===== src/hdl/qslerp_pkg.sv =====
`timescale 1ns / 1ps
// Shared constants, codes and the arctangent table of the quaternion slerp pipeline.
package qslerp_pkg;

   localparam int COMPONENT_BITS_DEF = 16;
   localparam int CORDIC_STAGES_DEF = 16;
   localparam int BLEND_BITS = 18;
   localparam int THRESH_BITS = 31;
   localparam logic [THRESH_BITS-1:0] THRESH_RESET = 31'd1073634450;
   localparam int FRAC_BITS = 30;
   localparam int DOT_BITS = 34;
   localparam int MAG_BITS = 31;
   localparam int RAD_BITS = 61;
   localparam int XY_BITS = 34;
   localparam int ANG_BITS = 20;
   localparam int FAC_BITS = 32;
   localparam int ONE_Q16 = 65536;
   localparam int DIV_STAGES = MAG_BITS;
   localparam logic signed [XY_BITS-1:0] INV_GAIN_Q30 = 34'sd652032874;

   typedef logic [1:0] path_type;
   localparam path_type PATH_BLEND = 2'd0;
   localparam path_type PATH_LOW = 2'd1;
   localparam path_type PATH_HIGH = 2'd2;
   localparam path_type PATH_PARALLEL = 2'd3;

   function automatic logic signed [ANG_BITS-1:0] atan_q16(input int idx);
      case (idx)
         0: return 20'sd51472;
         1: return 20'sd30385;
         2: return 20'sd16055;
         3: return 20'sd8150;
         4: return 20'sd4091;
         5: return 20'sd2047;
         6: return 20'sd1024;
         7: return 20'sd512;
         8: return 20'sd256;
         9: return 20'sd128;
         10: return 20'sd64;
         11: return 20'sd32;
         12: return 20'sd16;
         13: return 20'sd8;
         14: return 20'sd4;
         15: return 20'sd2;
         16: return 20'sd1;
         default: return 20'sd0;
      endcase
   endfunction

endpackage


===== src/hdl/qslerp_isqrt.sv =====
`timescale 1ns / 1ps
// Pipelined integer square root, one result bit per stage.
module qslerp_isqrt #(
   parameter type SIDE_TYPE = logic
) (
   input  logic                              clock,
   input  logic                              reset,
   input  logic                              enable,
   input  logic [qslerp_pkg::RAD_BITS-1:0]   rad,
   input  SIDE_TYPE                          enter_side,
   output logic [qslerp_pkg::MAG_BITS-1:0]   root,
   output SIDE_TYPE                          exit_side
);
   localparam int STAGES = qslerp_pkg::MAG_BITS;
   localparam int RW = qslerp_pkg::RAD_BITS;
   localparam int TW = 2 * STAGES + 1;

   logic [RW-1:0]     rem_ff  [STAGES];
   logic [STAGES-1:0] res_ff  [STAGES];
   SIDE_TYPE          side_ff [STAGES];

   for (genvar j = 0; j < STAGES; j++) begin : g_stage
      localparam int B = STAGES - 1 - j;
      logic [RW-1:0]     rem_src;
      logic [RW-1:0]     rem_in;
      logic [STAGES-1:0] res_src;
      logic [STAGES-1:0] res_in;
      logic [TW-1:0]     trial;
      SIDE_TYPE          side_src;

      if (j == 0) begin : g_first
         assign rem_src = rad;
         assign res_src = '0;
         assign side_src = enter_side;
      end else begin : g_next
         assign rem_src = rem_ff[j-1];
         assign res_src = res_ff[j-1];
         assign side_src = side_ff[j-1];
      end

      always_comb begin
         trial = (TW'(res_src) << (B + 1)) + (TW'(1) << (2 * B));
         rem_in = rem_src;
         res_in = res_src;
         if (TW'(rem_src) >= trial) begin
            rem_in = rem_src - trial[RW-1:0];
            res_in = res_src | (STAGES'(1) << B);
         end
      end

      always_ff @(posedge clock) begin
         if (enable) begin
            rem_ff[j] <= rem_in;
            res_ff[j] <= res_in;
         end
      end

      always_ff @(posedge clock) begin
         if (reset) begin
            side_ff[j] <= '0;
         end else if (enable) begin
            side_ff[j] <= side_src;
         end
      end
   end

   assign root = res_ff[STAGES-1];
   assign exit_side = side_ff[STAGES-1];
endmodule


===== config.mk =====
export PLATFORM = sky130hd
export DESIGN_NAME = qslerp_isqrt
export DESIGN_NICKNAME = d
export VERILOG_FILES = /design/src/hdl/qslerp_pkg.sv /design/src/hdl/qslerp_isqrt.sv
export SDC_FILE = /design/constraint.sdc
export NUM_CORES = 2
export LEC_CHECK = 0
export BUFFER_PORTS_ARGS = -buffer_cell sky130_fd_sc_hd__buf_2
export CORE_MARGIN = 5
export CORE_UTILIZATION = 60
export CTS_CLUSTER_DIAMETER = 120
export DETAILED_ROUTE_END_ITERATION = 12
export PLACE_DENSITY = 0.78
export SYNTH_ARGS = -nofsm -noshare
export SYNTH_HDL_FRONTEND = slang
export SYNTH_SLANG_ARGS = --single-unit

===== constraint.sdc =====
create_clock -name clock -period 7.8 [get_ports clock]
set_input_delay 0.78 -clock clock [delete_from_list [all_inputs] [get_ports clock]]
set_output_delay 0.78 -clock clock [all_outputs]
set_load 0.01 [all_outputs]

==> reports/metrics.cfg <==
[yosys]
synth_top_family_by_area = simple AND/OR/NAND/NOR gates
synthSimpleGateAreaFrac_pct = 11.8
synth_compound_area_share_pct = 9.28
synth_top_cell_by_area = edfxtp_1
muxShareOfSynthArea_pct = 1.03
synth_edf_count = 2357
ys_ff_latch = 2357
ys_top_cells_by_area = edfxtp_1 (63%), ha_1 (5.8%), xnor2_1 (3.2%)
synth_seq_area_share_pct = 63.2
synth_fa_ha_area_share_pct = 5.86
synth_xor_area_share_pct = 6.15
synth_top_area_share_pct = 63.2
yosys_warnings = 0
synth-main-ff-cell = edfxtp_1
syn_avg_cell_area_um2 = 12.7
async_flop_share_pct = 0
synth_cell_types = 85
synth_area_um2 = 112000
synth_nets = 9397
synthCells = 8808

[cells_and_area]
area_growth_pct = 10.8
fin_nets = 9655
drive_gt1_share_pct = 7.25
final_cell_count_no_fill = 11700
fillers = 13000

[timing]
finalHoldViolCount = 0
holdWs_ns = 0.238
fmax_mhz = 214
setup_tns_ns = 0
min_period_ns = 4.67
worstMarginPinSlew_ns = 1.22
rsz0062_at_grt = false
fin_crit_sh_pct = 59.9
skew_ns = 0.0885
maxSlewHeadroom_pct = 18.7
drv_slew = 0
finalSetupViolations = 0

[cts]
clkTransAtPathRegs_ns = 0.06
cts_resized = 0
cts_num_sinks = 2357
numCtsBuffers = 232
h-tree-depth = 4
cts_tree = done
clock-root-buffer = clkbuf_16
clockBufferDepth = 3
clk_latency_ns = 0.92
post-cts-setup-buffers = 0

[outcome]
status = finished clean

[worst_setup_path]
end_kind = flop
critPathArrivalTime_ns = 5.27
critPathMaxFanout = 52
startpoint_type = flop
required_ns = 8.40
worstSetupPathType = flop to flop

[placed_design]
hpwl_mm = 208
port_buffers = 96
dp_cells = 11300
place_congestion = 0.963

[drt]
totalWireLength_mm = 285
drt_first_pass_iters = 6
drc_errors = 0
viasPerCell = 6.18
vias = 72600
drtIter0Drc = 8168
drtAntennaViolNets = 0
avgRoutedWirePerCell_um = 24.3

[floorplan]
chipHeight_um = 442
core-area_um2 = 186000
num_io_pins = 97
num_rows = 158
dieArea_um2 = 195000
die-width_um = 442
start_util_pct = 60.3

[flow_run]
drv_cap = 0

[global_routing]
grt_usage_pct = 28.6
grt_pass1_vias = 69900
overflow = 0
antenna_found_initial = 8
grt_pass1_wl_mm = 429
grt_max_degree = 208

[min_path]
hold_class = input pin to flop

[power]
ir_drop_mv = 0.323
p_leak_nw = 47.1
p_per_area_nw_per_um2 = 304

flip-flops by register name, summed over array words and instances (netlist names):
register  flops
rem_ff     1830
res_ff      496
side_ff      31
worst paths after layout:
path | slack, ns | depth (start not counted) | start | endpoint
setup / recovery | 3.13 | 9 | rem_ff[1][589] | rem_ff[1][661]
hold / removal | 0.24 | 2 | enter_side | side_ff[0][0]
setup reg to reg | 3.13 | 9 | rem_ff[1][589] | rem_ff[1][661]
hold reg to reg | 0.40 | 0 | res_ff[0][243] | res_ff[0][274]
layout make-up:
cell class              count  area (um2)  area share (%)
diodes                      4        10.0         0.00806
clock buffers             260        5930            4.78
clock inverters           172        2150            1.73
inverters                 635        2380            1.92
multi-input cells        5644       38200            30.8
flip-flops and latches   2357       70800            57.0
well taps                2480        3100            2.50
repair buffers            196        1520            1.23
power breakdown:
group	switching [mW]	leakage, nW	internal (mW)	total [mW]
combinational	4.88	20.5	3.30	8.18
clock	4.99	3.88	6.75	11.7
sequential	1.59	22.7	16.2	17.8
worst max-delay path, cell delays in order (launching register included):
cell and delay (ns):
edfxtp_1 0.45, or3_1 0.46, or3_1 0.38, or2_2 0.36
or3_1 0.46, o31ai_1 0.37, or2_2 0.87, nor3b_2 0.62
nand4_1 0.21, xnor2_1 0.18
cell usage in the layout (no fill, tap or decap), types with 28 or more instances in the layout:
cell / netlist / final
o21ai_0: 350 / 350
mux2_2: 96 / 96
nand2_1: 489 / 489
dlygate4sd3_1: 0 / 61
nor4_1: 291 / 291
nor4b_1: 49 / 49
or3_1: 113 / 113
buf_2: 8 / 95
a31oi_1: 39 / 39
nor2b_1: 58 / 58
nor2_1: 638 / 638
a21oi_1: 589 / 589
bufinv_16: 0 / 37
o31ai_1: 39 / 39
clkinv_1: 0 / 43
o211ai_1: 28 / 28
clkbuf_16: 0 / 233
or4_1: 49 / 49
xnor2_1: 413 / 413
edfxtp_1: 2357 / 2357
and2_1: 51 / 51
o21a_1: 87 / 87
buf_4: 1 / 29
nand4_1: 144 / 144
clkinv_2: 0 / 44
a211oi_1: 39 / 39
a21o_1: 250 / 250
nand3_1: 148 / 148
inv_1: 634 / 634
or2_2: 37 / 37
nand3b_1: 29 / 29
xor2_1: 373 / 373
o21bai_1: 57 / 56
nor3_1: 234 / 234
ha_1: 523 / 523
nand2b_1: 105 / 105
and3_1: 43 / 43
cells by family (layout without fill, tap and decap cells):
kind of cell,count (synthesis),count (layout)
flip-flops,2357,2357
multiplexers,103,103
AO/OA/AOI/OAI,1666,1666
adder cells (fa/ha/maj),524,524
other,1,5
AND/OR/NAND/NOR,2564,2564
buffers and inverters,807,1263
XOR/XNOR,786,786
layer usage:
| layer | routed length (um) | vias to the layer above | global-route usage [%] |
|---|---|---|---|
| met2 | 129000 | 3226 | 44.5 |
| li1 | - | 33500 | - |
| met4 | 12300 | 4 | 11.1 |
| met3 | 23500 | 557 | 5.07 |
| met1 | 120000 | 35300 | 40.6 |
| met5 | 28 | - | 0 |
cell usage after synthesis (all sizes together), types with 96 or more instances:
cell	number
a21o	250
a21oi	589
clkbuf	149
edfxtp	2357
ha	523
inv	635
mux2	96
nand2	489
nand2b	105
nand3	149
nand4	144
nor2	638
nor3	234
nor4	291
o21ai	354
or3	113
xnor2	413
xor2	373
through the flow:
stage          total power, mW  util [%]  instance area [um2]  setup slack, ns
6_report                  37.7      66.9               124000             3.13
5_1_grt                   39.3      66.9               124000             2.81
4_1_cts                   37.6      66.9               124000             3.14
3_5_place_dp              25.9      62.2               115000             3.19
3_3_place_gp              25.7      62.2               115000             3.33
2_1_floorplan             22.9         -               112000             4.16
timing repair:
item,CTS,global route
hold buffers,61,0
setup endpoints to repair,0,0
hold endpoints to repair,61,0
No activity file was read; power rests on OpenSTA's default activity.
